==> src/rtl/mtrg_pkg.sv <==
`timescale 1ns / 1ps
// ----------------------------------------------------------------------------
// mtrg_pkg
// Shared constants, codes and controller/datapath interface types of the
// MT19937 generator.
// ----------------------------------------------------------------------------
package mtrg_pkg;

    localparam int STATE_DEPTH  = 624;
    localparam int TWIST_OFFSET = 397;
    localparam int MAX_KEY      = 16;

    localparam int IDX_W   = $clog2(STATE_DEPTH + 2);
    localparam int ADDR_W  = $clog2(STATE_DEPTH);
    localparam int KCNT_W  = $clog2(MAX_KEY + 1);
    localparam int KIDX_W  = (MAX_KEY > 1) ? $clog2(MAX_KEY) : 1;
    localparam int CFG_IDX_W = 1;

    localparam logic [IDX_W-1:0] NEVER_SEEDED = IDX_W'(STATE_DEPTH + 1);

    localparam logic [31:0] SEED_MULT    = 32'd1812433253;
    localparam logic [31:0] MIX_MULT_A   = 32'd1664525;
    localparam logic [31:0] MIX_MULT_B   = 32'd1566083941;
    localparam logic [31:0] KEY_SEED     = 32'd19650218;
    localparam logic [31:0] DEFAULT_SEED = 32'd5489;
    localparam logic [31:0] TWIST_MAT    = 32'h9908b0df;
    localparam logic [31:0] HI_BIT       = 32'h80000000;
    localparam logic [31:0] TEMPER_B     = 32'h9d2c5680;
    localparam logic [31:0] TEMPER_C     = 32'hefc60000;

    localparam logic [1:0] FUNC_SEED = 2'd0;
    localparam logic [1:0] FUNC_KEY  = 2'd1;

    localparam logic [1:0] ST_DRAWN       = 2'd0;
    localparam logic [1:0] ST_SEEDED      = 2'd1;
    localparam logic [1:0] ST_KEY_STORED  = 2'd2;
    localparam logic [1:0] ST_KEY_DROPPED = 2'd3;

    localparam logic [CFG_IDX_W-1:0] CFG_RANGE_LOW  = 1'd0;
    localparam logic [CFG_IDX_W-1:0] CFG_RANGE_HIGH = 1'd1;

    typedef enum logic [1:0] {
        SEED_INPUT,
        SEED_DEFAULT,
        SEED_KEY
    } seed_sel_t;

    typedef enum logic [4:0] {
        OP_NONE,
        OP_LATCH,
        OP_SEED_INIT,
        OP_SEED_MUL,
        OP_SEED_WR,
        OP_MIX_INIT,
        OP_MIX_RD,
        OP_MIX_WR,
        OP_FIX0,
        OP_TW_INIT,
        OP_TW_A,
        OP_TW_B,
        OP_TW_C,
        OP_TW_D,
        OP_DRAW_RD,
        OP_DRAW_TEMP,
        OP_DIV,
        OP_FINISH
    } dp_op_t;

    typedef struct packed {
        dp_op_t    op;
        seed_sel_t seed_sel;
        logic      load_out;
    } dp_cmd_t;

    typedef struct packed {
        logic idx_never;
        logic idx_empty;
        logic seed_last;
        logic mix_done;
        logic tw_last;
        logic div_last;
    } dp_stat_t;

endpackage

==> src/rtl/mtrg_ctrl.sv <==
`timescale 1ns / 1ps
// ----------------------------------------------------------------------------
// mtrg_ctrl
// Controller: sequences seeding, key mixing, twist, draw and remainder
// steps, and owns the result handshake.
// ----------------------------------------------------------------------------
module mtrg_ctrl (
    input  logic               aclk,
    input  logic               aresetn,
    input  logic               s_valid,
    output logic               s_ready,
    input  logic [1:0]         s_func,
    input  logic               s_key_last,
    output logic               m_valid,
    input  logic               m_ready,
    output mtrg_pkg::dp_cmd_t  cmd,
    input  mtrg_pkg::dp_stat_t stat
);

    typedef enum logic [4:0] {
        S_IDLE, S_SEED_INIT, S_SEED_MUL, S_SEED_WR,
        S_MIX_INIT, S_MIX_RD, S_MIX_WR, S_FIX0,
        S_TW_INIT, S_TW_A, S_TW_B, S_TW_C, S_TW_D,
        S_DRAW_RD, S_DRAW_TEMP, S_DIV, S_FINISH, S_DONE
    } state_t;

    typedef enum logic [1:0] {RET_DONE, RET_MIX, RET_TWIST} ret_t;

    state_t              state_reg;
    ret_t                ret_reg;
    mtrg_pkg::seed_sel_t seed_sel_reg;
    logic                m_valid_reg;

    assign s_ready = (state_reg == S_IDLE);
    assign m_valid = m_valid_reg;

    always_comb begin
        cmd.op       = mtrg_pkg::OP_NONE;
        cmd.seed_sel = seed_sel_reg;
        cmd.load_out = 1'b0;
        unique case (state_reg)
            S_IDLE:      if (s_valid) cmd.op = mtrg_pkg::OP_LATCH;
            S_SEED_INIT: cmd.op = mtrg_pkg::OP_SEED_INIT;
            S_SEED_MUL:  cmd.op = mtrg_pkg::OP_SEED_MUL;
            S_SEED_WR:   cmd.op = mtrg_pkg::OP_SEED_WR;
            S_MIX_INIT:  cmd.op = mtrg_pkg::OP_MIX_INIT;
            S_MIX_RD:    cmd.op = mtrg_pkg::OP_MIX_RD;
            S_MIX_WR:    cmd.op = mtrg_pkg::OP_MIX_WR;
            S_FIX0:      cmd.op = mtrg_pkg::OP_FIX0;
            S_TW_INIT:   cmd.op = mtrg_pkg::OP_TW_INIT;
            S_TW_A:      cmd.op = mtrg_pkg::OP_TW_A;
            S_TW_B:      cmd.op = mtrg_pkg::OP_TW_B;
            S_TW_C:      cmd.op = mtrg_pkg::OP_TW_C;
            S_TW_D:      cmd.op = mtrg_pkg::OP_TW_D;
            S_DRAW_RD:   cmd.op = mtrg_pkg::OP_DRAW_RD;
            S_DRAW_TEMP: cmd.op = mtrg_pkg::OP_DRAW_TEMP;
            S_DIV:       cmd.op = mtrg_pkg::OP_DIV;
            S_FINISH:    cmd.op = mtrg_pkg::OP_FINISH;
            S_DONE:      cmd.load_out = !m_valid_reg || m_ready;
            default:     cmd.op = mtrg_pkg::OP_NONE;
        endcase
    end

    always_ff @(posedge aclk) begin
        if (!aresetn) begin
            state_reg    <= S_IDLE;
            ret_reg      <= RET_DONE;
            seed_sel_reg <= mtrg_pkg::SEED_INPUT;
            m_valid_reg  <= 1'b0;
        end else begin
            if (cmd.load_out) begin
                m_valid_reg <= 1'b1;
            end else if (m_ready) begin
                m_valid_reg <= 1'b0;
            end
            unique case (state_reg)
                S_IDLE: begin
                    if (s_valid) begin
                        priority if (s_func == mtrg_pkg::FUNC_SEED) begin
                            seed_sel_reg <= mtrg_pkg::SEED_INPUT;
                            ret_reg      <= RET_DONE;
                            state_reg    <= S_SEED_INIT;
                        end else if (s_func == mtrg_pkg::FUNC_KEY) begin
                            if (s_key_last) begin
                                seed_sel_reg <= mtrg_pkg::SEED_KEY;
                                ret_reg      <= RET_MIX;
                                state_reg    <= S_SEED_INIT;
                            end else begin
                                state_reg <= S_DONE;
                            end
                        end else if (stat.idx_never) begin
                            seed_sel_reg <= mtrg_pkg::SEED_DEFAULT;
                            ret_reg      <= RET_TWIST;
                            state_reg    <= S_SEED_INIT;
                        end else if (stat.idx_empty) begin
                            state_reg <= S_TW_INIT;
                        end else begin
                            state_reg <= S_DRAW_RD;
                        end
                    end
                end
                S_SEED_INIT: state_reg <= S_SEED_MUL;
                S_SEED_MUL:  state_reg <= S_SEED_WR;
                S_SEED_WR: begin
                    if (stat.seed_last) begin
                        unique case (ret_reg)
                            RET_DONE:  state_reg <= S_DONE;
                            RET_MIX:   state_reg <= S_MIX_INIT;
                            RET_TWIST: state_reg <= S_TW_INIT;
                            default:   state_reg <= S_DONE;
                        endcase
                    end else begin
                        state_reg <= S_SEED_MUL;
                    end
                end
                S_MIX_INIT: state_reg <= S_MIX_RD;
                S_MIX_RD:   state_reg <= S_MIX_WR;
                S_MIX_WR:   state_reg <= stat.mix_done ? S_FIX0 : S_MIX_RD;
                S_FIX0:     state_reg <= S_DONE;
                S_TW_INIT:  state_reg <= S_TW_A;
                S_TW_A:     state_reg <= S_TW_B;
                S_TW_B:     state_reg <= S_TW_C;
                S_TW_C:     state_reg <= S_TW_D;
                S_TW_D:     state_reg <= stat.tw_last ? S_DRAW_RD : S_TW_A;
                S_DRAW_RD:  state_reg <= S_DRAW_TEMP;
                S_DRAW_TEMP: state_reg <= S_DIV;
                S_DIV:      state_reg <= stat.div_last ? S_FINISH : S_DIV;
                S_FINISH:   state_reg <= S_DONE;
                S_DONE: begin
                    // hand the result over once the output slot is free
                    if (!m_valid_reg || m_ready) begin
                        state_reg <= S_IDLE;
                    end
                end
                default: state_reg <= S_IDLE;
            endcase
        end
    end

`ifndef SYNTH
    a_busy_after_accept: assert property (@(posedge aclk) disable iff (!aresetn)
        (s_valid && s_ready) |=> !s_ready)
        else $error("input accepted while a transfer is in progress");

    a_load_when_free: assert property (@(posedge aclk) disable iff (!aresetn)
        cmd.load_out |-> (!m_valid_reg || m_ready))
        else $error("result overwrites a pending transfer");

    a_valid_after_load: assert property (@(posedge aclk) disable iff (!aresetn)
        cmd.load_out |=> m_valid_reg)
        else $error("loaded result not presented");

    a_valid_from_load: assert property (@(posedge aclk) disable iff (!aresetn)
        $rose(m_valid_reg) |-> $past(cmd.load_out))
        else $error("result valid without a load");
`endif

endmodule

==> config.mk <==
export PLATFORM = sky130hd
export DESIGN_NAME = mtrg_ctrl
export DESIGN_NICKNAME = d
export VERILOG_FILES = /design/src/rtl/mtrg_pkg.sv /design/src/rtl/mtrg_ctrl.sv
export SDC_FILE = /design/constraint.sdc
export NUM_CORES = 1
export LEC_CHECK = 0
export BUFFER_PORTS_ARGS = -buffer_cell sky130_fd_sc_hd__buf_2
export CORE_MARGIN = 2
export CORE_UTILIZATION = 44
export CTS_BUF_LIST = sky130_fd_sc_hd__clkbuf_4 sky130_fd_sc_hd__clkbuf_8 sky130_fd_sc_hd__clkbuf_16
export CTS_CLUSTER_SIZE = 25
export DETAILED_ROUTE_END_ITERATION = 8
export PLACE_DENSITY = 0.85
export SKIP_LAST_GASP = 1
export SYNTH_ARGS = -nofsm -noshare
export SYNTH_HDL_FRONTEND = slang
export SYNTH_SLANG_ARGS = --single-unit
==> constraint.sdc <==
create_clock -name aclk -period 1.25 [get_ports aclk]
set_input_delay 0.25 -clock aclk [delete_from_list [all_inputs] [get_ports aclk]]
set_output_delay 0.25 -clock aclk [all_outputs]
set_load 0.01 [all_outputs]
==> impl_metrics.env, run 1 <==
export IMPL_timing_final_crit_period_ns=1.72
export IMPL_synth_top_cell_area_share=0.229
export IMPL_viasPerCell=6.64
export IMPL_max_slew_margin=0.710
export IMPL_final_antenna_net_count=0
export IMPL_hold_path_cell_count=3
export IMPL_die_h_um=43.9
export IMPL_cts_buffers=3
export IMPL_rsz0062_at_grt="yes"
export IMPL_die_w_um=43.9
export IMPL_grt_first_pass_wirelength_mm=4.43
export IMPL_antenna_cells=0
export IMPL_power_density_nw_per_um2=2040
export IMPL_multi_input_area_um2=586
export IMPL_fin_area_um2=1230
export IMPL_worstSetupStartpointType="flop"
export IMPL_timing_setup_critical_path_class="reg -> out"
export IMPL_detail_route_iter0_violations=58
export IMPL_place_port_buffers=22
export IMPL_number_of_max_cap_violations=0
export IMPL_remaining_drc_errors=0
export IMPL_hold_path_endpoint="seed_sel_reg[0]"
export IMPL_synth_distinct_cells=31
export IMPL_failed_checks="setup timing"
export IMPL_cts_tree="yes"
export IMPL_p_leak_nw=0.545
export IMPL_synth_enable_flop_cells=0
export IMPL_total_power_w=0.00251
export IMPL_cts_reportedPaths_clkPinSlew_ns=0.06
export IMPL_reg2reg_from="state_reg[2]"
export IMPL_synth_yosys_warnings=0
export IMPL_die_area_um2=1920
export IMPL_post_route_worst_setup_slack_ns=-0.474
export IMPL_grt_start_max_net_pins=10
export IMPL_post_synth_most_frequent_cells="sky130_fd_sc_hd__nor2_1, sky130_fd_sc_hd__dfxtp_1, sky130_fd_sc_hd__a21oi_1, sky130_fd_sc_hd__nand2_1"
export IMPL_clock_insertion_delay_worst_skew_ns=0.27
export IMPL_grt_util_all_layers=0.318
export IMPL_via_count=1062
export IMPL_r2r_worst_path_cells=5
export IMPL_worst_r2r_setup_slack_ns=-0.44
export IMPL_first_global_vias=971
export IMPL_cts_buffer_depth=2
export IMPL_asyncSetResetFlopFracSynth=0
export IMPL_endpoint_kind="output port"
export IMPL_synth_top_flop_cell="sky130_fd_sc_hd__dfxtp_1"
export IMPL_largest_reg_flops=5
export IMPL_ctsRootBufferMaster="sky130_fd_sc_hd__clkbuf_4"
export IMPL_syn_mean_instance_area_um2=7.44
export IMPL_netlist_top_cells_area="sky130_fd_sc_hd__dfxtp_1, sky130_fd_sc_hd__nor2b_1, sky130_fd_sc_hd__a21oi_1"
export IMPL_timing_fmax_mhz=580
export IMPL_placed_area_um2=926
export IMPL_final_layout_size_suffix_gt1_frac=0.583
export IMPL_synthToLayoutAreaGrowth_pct=76.4
export IMPL_nFillCells=80
export IMPL_report_final_setup_viol=13
export IMPL_gr_total_overflow=0
export IMPL_synthesis_instances=94
export IMPL_final_hold_violating_endpoints=0
export IMPL_regArea_um2=174
export IMPL_slew_violations=0
export IMPL_worst_endpoint_arrival_ns=1.47
export IMPL_finish_net_count=161
export IMPL_synth_net_count=109
export IMPL_clock_tree_htree_level_count=1
export IMPL_route_final_wire_length_mm=3.54
export IMPL_path_max_fanout=5
export IMPL_cts_sink_count=8
export IMPL_run_status="finished, violations left"
export IMPL_setup_tns_final_ns=-4.56
export IMPL_synth_seq_area_share=0.229
export IMPL_min_delay_path_class="in -> reg"
export IMPL_io_pin_count=23
export IMPL_netlist_top_cell_by_area="sky130_fd_sc_hd__dfxtp_1"
export IMPL_post_route_period_util=1.38
export IMPL_finClkSkew_ns=0.00698
export IMPL_gp_congestion=0.886
export IMPL_postSynthRegisterBits=8
export IMPL_max_vdd_ir_drop_mv=0.922
export IMPL_hpwlAfterDp_mm=1.64
export IMPL_worst_endpoint_required_ns=1.00
export IMPL_drt_pass1_iterations=5
export IMPL_coreArea_um2=1510
export IMPL_timing_rr_end="state_reg[4]"
export IMPL_hold_path_startpoint="s_func[1]"
export IMPL_antenna_violations_before_repair=0
export IMPL_placementRows=14
export IMPL_timing_worst_slew_pin_value_ns=0.433
export IMPL_syn_cell_area_um2=699
export IMPL_yosysMostFrequentCell="sky130_fd_sc_hd__nor2_1"
export IMPL_initial_cell_density_of_the_core=0.464
export IMPL_routedWlPerCell_um=22.1
## cells by family after synthesis
| logic type | count (synthesis) | synth area share |
|---|---|---|
| simple gates | 41 | 0.338 |
| compound gates | 27 | 0.252 |
| buf+inv | 13 | 0.107 |
| flops | 8 | 0.229 |
| xor+xnor | 3 | 0.0376 |
| fa+ha+maj | 2 | 0.0358 |
## layout make-up
cell class                      count  share of cell area
Sequential cell                     8               0.141
Clock buffer                        3              0.0183
Inverter                            6              0.0203
Timing Repair Buffer               54               0.330
Multi-Input combinational cell     73               0.475
Tap cell                           16              0.0162
## layout by cell type (no fill, tap or decap), types with 2 or more instances in the layout
cell                       instances
sky130_fd_sc_hd__a21oi_1           7
sky130_fd_sc_hd__a31oi_1           2
sky130_fd_sc_hd__buf_2            21
sky130_fd_sc_hd__buf_4            21
sky130_fd_sc_hd__buf_6            11
sky130_fd_sc_hd__clkbuf_4          3
sky130_fd_sc_hd__dfxtp_1           3
sky130_fd_sc_hd__dfxtp_2           2
sky130_fd_sc_hd__dfxtp_4           3
sky130_fd_sc_hd__ha_1              2
sky130_fd_sc_hd__inv_1             5
sky130_fd_sc_hd__nand2_1           3
sky130_fd_sc_hd__nand2_2           3
sky130_fd_sc_hd__nand2b_1          3
sky130_fd_sc_hd__nand3b_1          2
sky130_fd_sc_hd__nand4_1           3
sky130_fd_sc_hd__nor2_1            9
sky130_fd_sc_hd__nor2b_1           5
sky130_fd_sc_hd__nor3_4            3
sky130_fd_sc_hd__o211ai_1          4
sky130_fd_sc_hd__o21ai_0           4
sky130_fd_sc_hd__o21ai_1           2
sky130_fd_sc_hd__xnor2_2           3
## power breakdown
part           switching (W)  internal, W  leakage, nW  total (W)
clock network       0.000107     0.000111       0.0138   0.000218
registers           0.000122     0.000331       0.0683   0.000453
logic               0.000912     0.000931        0.463    0.00184
total                0.00114      0.00137        0.545    0.00251
## worst max path at each step
| stage | start | slack (ns) | to |
|---|---|---|---|
| after global routing | state_reg[1] | -0.48 | s_ready |
| after floorplan | state_reg[2] | -0.05 | state_reg[2] |
| after CTS | state_reg[2] | -0.40 | cmd[3] |
| after detailed placement | state_reg[1] | -0.22 | cmd[3] |
| after global placement | state_reg[1] | -0.16 | cmd[3] |
| final | state_reg[1] | -0.47 | s_ready |
## stage by stage
stage | utilization | cells | hold WS (ns) | worst slack, ns
finish | 0.819 | 160 | 0.259 | -0.474
global route | 0.819 | 160 | 0.273 | -0.481
CTS | 0.745 | 154 | 0.281 | -0.401
detailed placement | 0.615 | 142 | 0.482 | -0.218
global placement | 0.615 | 142 | 0.479 | -0.160
floorplan | - | 94 | 0.388 | -0.0492
## worst max-delay path, cell delays in order, from the launching register on
cell and delay (ns):
sky130_fd_sc_hd__dfxtp_4 0.37, sky130_fd_sc_hd__or3_4 0.42, sky130_fd_sc_hd__nor3_4 0.23, sky130_fd_sc_hd__buf_2 0.17
## per-layer routing
layer / up-vias / GRT usage / wire, µm
met1: 498 / 0.360 / 1210
li1: 445 / - / -
met5: - / 0 / 0
met3: 26 / 0.108 / 370
met2: 93 / 0.526 / 1730
met4: 0 / 0.158 / 235
## repair_timing
action / 4_1_cts / 5_1_grt
hold buffers: 0 / 0
gates resized for setup: 30 / 18
setup endpoints to repair: 14 / 14
pin swaps: 11 / 15
setup buffers: 9 / 10
Power figures use the tool's default switching activity.
==> run 2, diff against run 1 <==
--- a/config.mk
+++ b/config.mk
@@ -6,11 +6,14 @@
 export NUM_CORES = 1
 export LEC_CHECK = 0
 export BUFFER_PORTS_ARGS = -buffer_cell sky130_fd_sc_hd__buf_2
+export CELL_PAD_IN_SITES_DETAIL_PLACEMENT = 0
+export CELL_PAD_IN_SITES_GLOBAL_PLACEMENT = 2
 export CORE_MARGIN = 2
-export CORE_UTILIZATION = 44
+export CORE_UTILIZATION = 24
 export CTS_BUF_LIST = sky130_fd_sc_hd__clkbuf_4 sky130_fd_sc_hd__clkbuf_8 sky130_fd_sc_hd__clkbuf_16
 export CTS_CLUSTER_SIZE = 25
 export DETAILED_ROUTE_END_ITERATION = 8
+export GPL_TIMING_DRIVEN = 0
 export PLACE_DENSITY = 0.85
 export SKIP_LAST_GASP = 1
 export SYNTH_ARGS = -nofsm -noshare
==> run 2 against run 1 <==
  * The run still ends with setup timing left
  * Total power decreased by 24%
  * Clock power down 4%
  * Wire length decreased by 40%
  * Count of clock-buffer cells in the layout did not move
  * Register-to-register slack better by 0.25 ns
  * Highest routed layer unchanged
  * Sequential cell count is the same
  * Sequential power down 20%
  * Die area grew 75%
  * Sequential share of layout area up 2.6 points
  * Critical path type unchanged
  * Cell count down 3.1%
==> impl_metrics.env, run 2 (same netlist as run 1, synthesis figures left out) <==
export IMPL_cts_buffer_depth=2
export IMPL_final_layout_size_suffix_gt1_frac=0.419
export IMPL_cellInternalPower_w=0.00109
export IMPL_worst_path_max_delay_cell="sky130_fd_sc_hd__or3_4"
export IMPL_slew_violations=0
export IMPL_number_of_max_cap_violations=0
export IMPL_power_share_clock=0.109
export IMPL_detail_route_iter0_violations=29
export IMPL_cts_sink_count=8
export IMPL_hpwlAfterDp_mm=1.51
export IMPL_routed_top_layer="met4"
export IMPL_layout_commonest_cell="sky130_fd_sc_hd__buf_2"
export IMPL_endpoint_kind="output port"
export IMPL_worst_endpoint_required_ns=1.00
export IMPL_routedWlPerCell_um=13.6
export IMPL_placement_setup_slack_ns=-0.231
export IMPL_die_w_um=58.0
export IMPL_power_density_nw_per_um2=1930
export IMPL_fin_area_um2=998
export IMPL_failed_checks="setup timing"
export IMPL_cts_reportedPaths_clkPinSlew_ns=0.06
export IMPL_max_vdd_ir_drop_mv=0.674
export IMPL_timing_fmax_mhz=603
export IMPL_coreArea_um2=2760
export IMPL_via_count=791
export IMPL_worstSetupStartpointType="flop"
export IMPL_place_port_buffers=22
export IMPL_antenna_cells=0
export IMPL_route_final_wire_length_mm=2.11
export IMPL_final_util=0.362
export IMPL_first_global_vias=788
export IMPL_antenna_violations_before_repair=0
export IMPL_min_delay_path_class="in -> reg"
export IMPL_critical_path_n_buffers_inverters=1
export IMPL_run_status="finished, violations left"
export IMPL_grt_start_max_net_pins=11
export IMPL_gr_total_overflow=0
export IMPL_final_hold_violating_endpoints=0
export IMPL_synthToLayoutAreaGrowth_pct=42.8
export IMPL_grt_first_pass_wirelength_mm=3.60
export IMPL_layout_cells_most_common_list="sky130_fd_sc_hd__buf_2, sky130_fd_sc_hd__nor2_1, sky130_fd_sc_hd__buf_6"
export IMPL_io_pin_count=23
export IMPL_rsz0062_at_grt="yes"
export IMPL_path_delay_family="simple AND/OR/NAND/NOR gates"
export IMPL_drt_pass1_iterations=4
export IMPL_cts_tree="yes"
export IMPL_post_route_worst_setup_slack_ns=-0.407
export IMPL_post_route_period_util=1.33
export IMPL_die_area_um2=3360
export IMPL_critPathMaxStageDelay_ns=0.43
export IMPL_p_leak_nw=0.417
export IMPL_clock_insertion_delay_worst_skew_ns=0.26
export IMPL_largest_reg_flops=5
export IMPL_gp_congestion=0.787
export IMPL_path_max_fanout=6
export IMPL_timing_worst_slew_pin_value_ns=0.341
export IMPL_finish_net_count=141
export IMPL_remaining_drc_errors=0
export IMPL_clock_tree_htree_level_count=1
export IMPL_grt_util_all_layers=0.140
export IMPL_timing_final_crit_period_ns=1.66
export IMPL_detail_route_wirelength_met1_um=964
export IMPL_cts_hold_buffers=0
export IMPL_die_h_um=58.0
export IMPL_power_share_combinational=0.702
export IMPL_timing_setup_critical_path_class="reg -> out"
export IMPL_viasPerCell=5.10
export IMPL_placed_area_um2=871
export IMPL_cts_buffers=3
export IMPL_total_switching_power_w=0.000835
export IMPL_detailroute_wirelength_met3_um=81
export IMPL_setup_tns_final_ns=-2.98
export IMPL_ctsRootBufferMaster="sky130_fd_sc_hd__clkbuf_4"
export IMPL_finClkSkew_ns=0.00845
export IMPL_initial_cell_density_of_the_core=0.254
export IMPL_final_antenna_net_count=0
export IMPL_report_final_setup_viol=13
export IMPL_met2WireLength_mm=1.03
export IMPL_sequential_power_share=0.188
export IMPL_timing_hold_ws_ns=0.265
export IMPL_placementRows=19
export IMPL_worst_endpoint_arrival_ns=1.41
export IMPL_max_slew_margin=0.770
export IMPL_power_switching_share=0.434
export IMPL_path_cells="or3_4 -> a211oi_2 -> buf_2"
-- run 2: worst min-delay path: stages --
cell and delay (ns):
sky130_fd_sc_hd__buf_2 0.10, sky130_fd_sc_hd__nand4_1 0.07, sky130_fd_sc_hd__a21oi_1 0.06
-- run 2: cell type report --
type / instances / area (µm²)
buffer: 6 / 63.8
clock buffer: 3 / 22.5
fill: 306 / 1760
inverter: 6 / 22.5
multi-input combinational: 73 / 518
sequential: 8 / 166
tap: 31 / 38.8
timing repair buffer: 28 / 166
-- run 2: through the flow --
| stage | cells | power, W |
|---|---|---|
| after floorplan | 94 | 0.00109 |
| after global placement | 147 | 0.00136 |
| after detailed placement | 147 | 0.00136 |
| after CTS | 155 | 0.00187 |
| after global routing | 155 | 0.00208 |
| final | 155 | 0.00192 |
-- run 2: power by group through the flow --
stage	sequential (W)	combinational [W]	clock, W
detailed placement	0.000360	0.00100	0
CTS	0.000360	0.00129	0.000214
floorplan	0.000358	0.000731	0
global placement	0.000359	0.00100	0
global route	0.000367	0.00148	0.000233
finish	0.000362	0.00135	0.000210
-- run 2: path summary, 6_finish.rpt --
kind	startpoint	end	slack, ns	cells past startpoint
setup / recovery	state_reg[2]	cmd[3]	-0.41	3
hold / removal	s_key_last	ret_reg[0]	0.27	3
setup reg to reg	state_reg[2]	state_reg[2]	-0.19	5
hold reg to reg	ret_reg[0]	ret_reg[0]	0.50	2
-- run 2: repair_timing --
item	in CTS	in global routing
setup buffers	6	0
pin swaps	5	2
setup endpoints to repair	15	15
gates resized for setup	13	5
-- run 2: layer usage --
metal  vias up  global-route usage
met1       365               0.177
met2        19               0.232
met4         0              0.0598
li1        402                   -
met3         5              0.0268
met5         -                   0
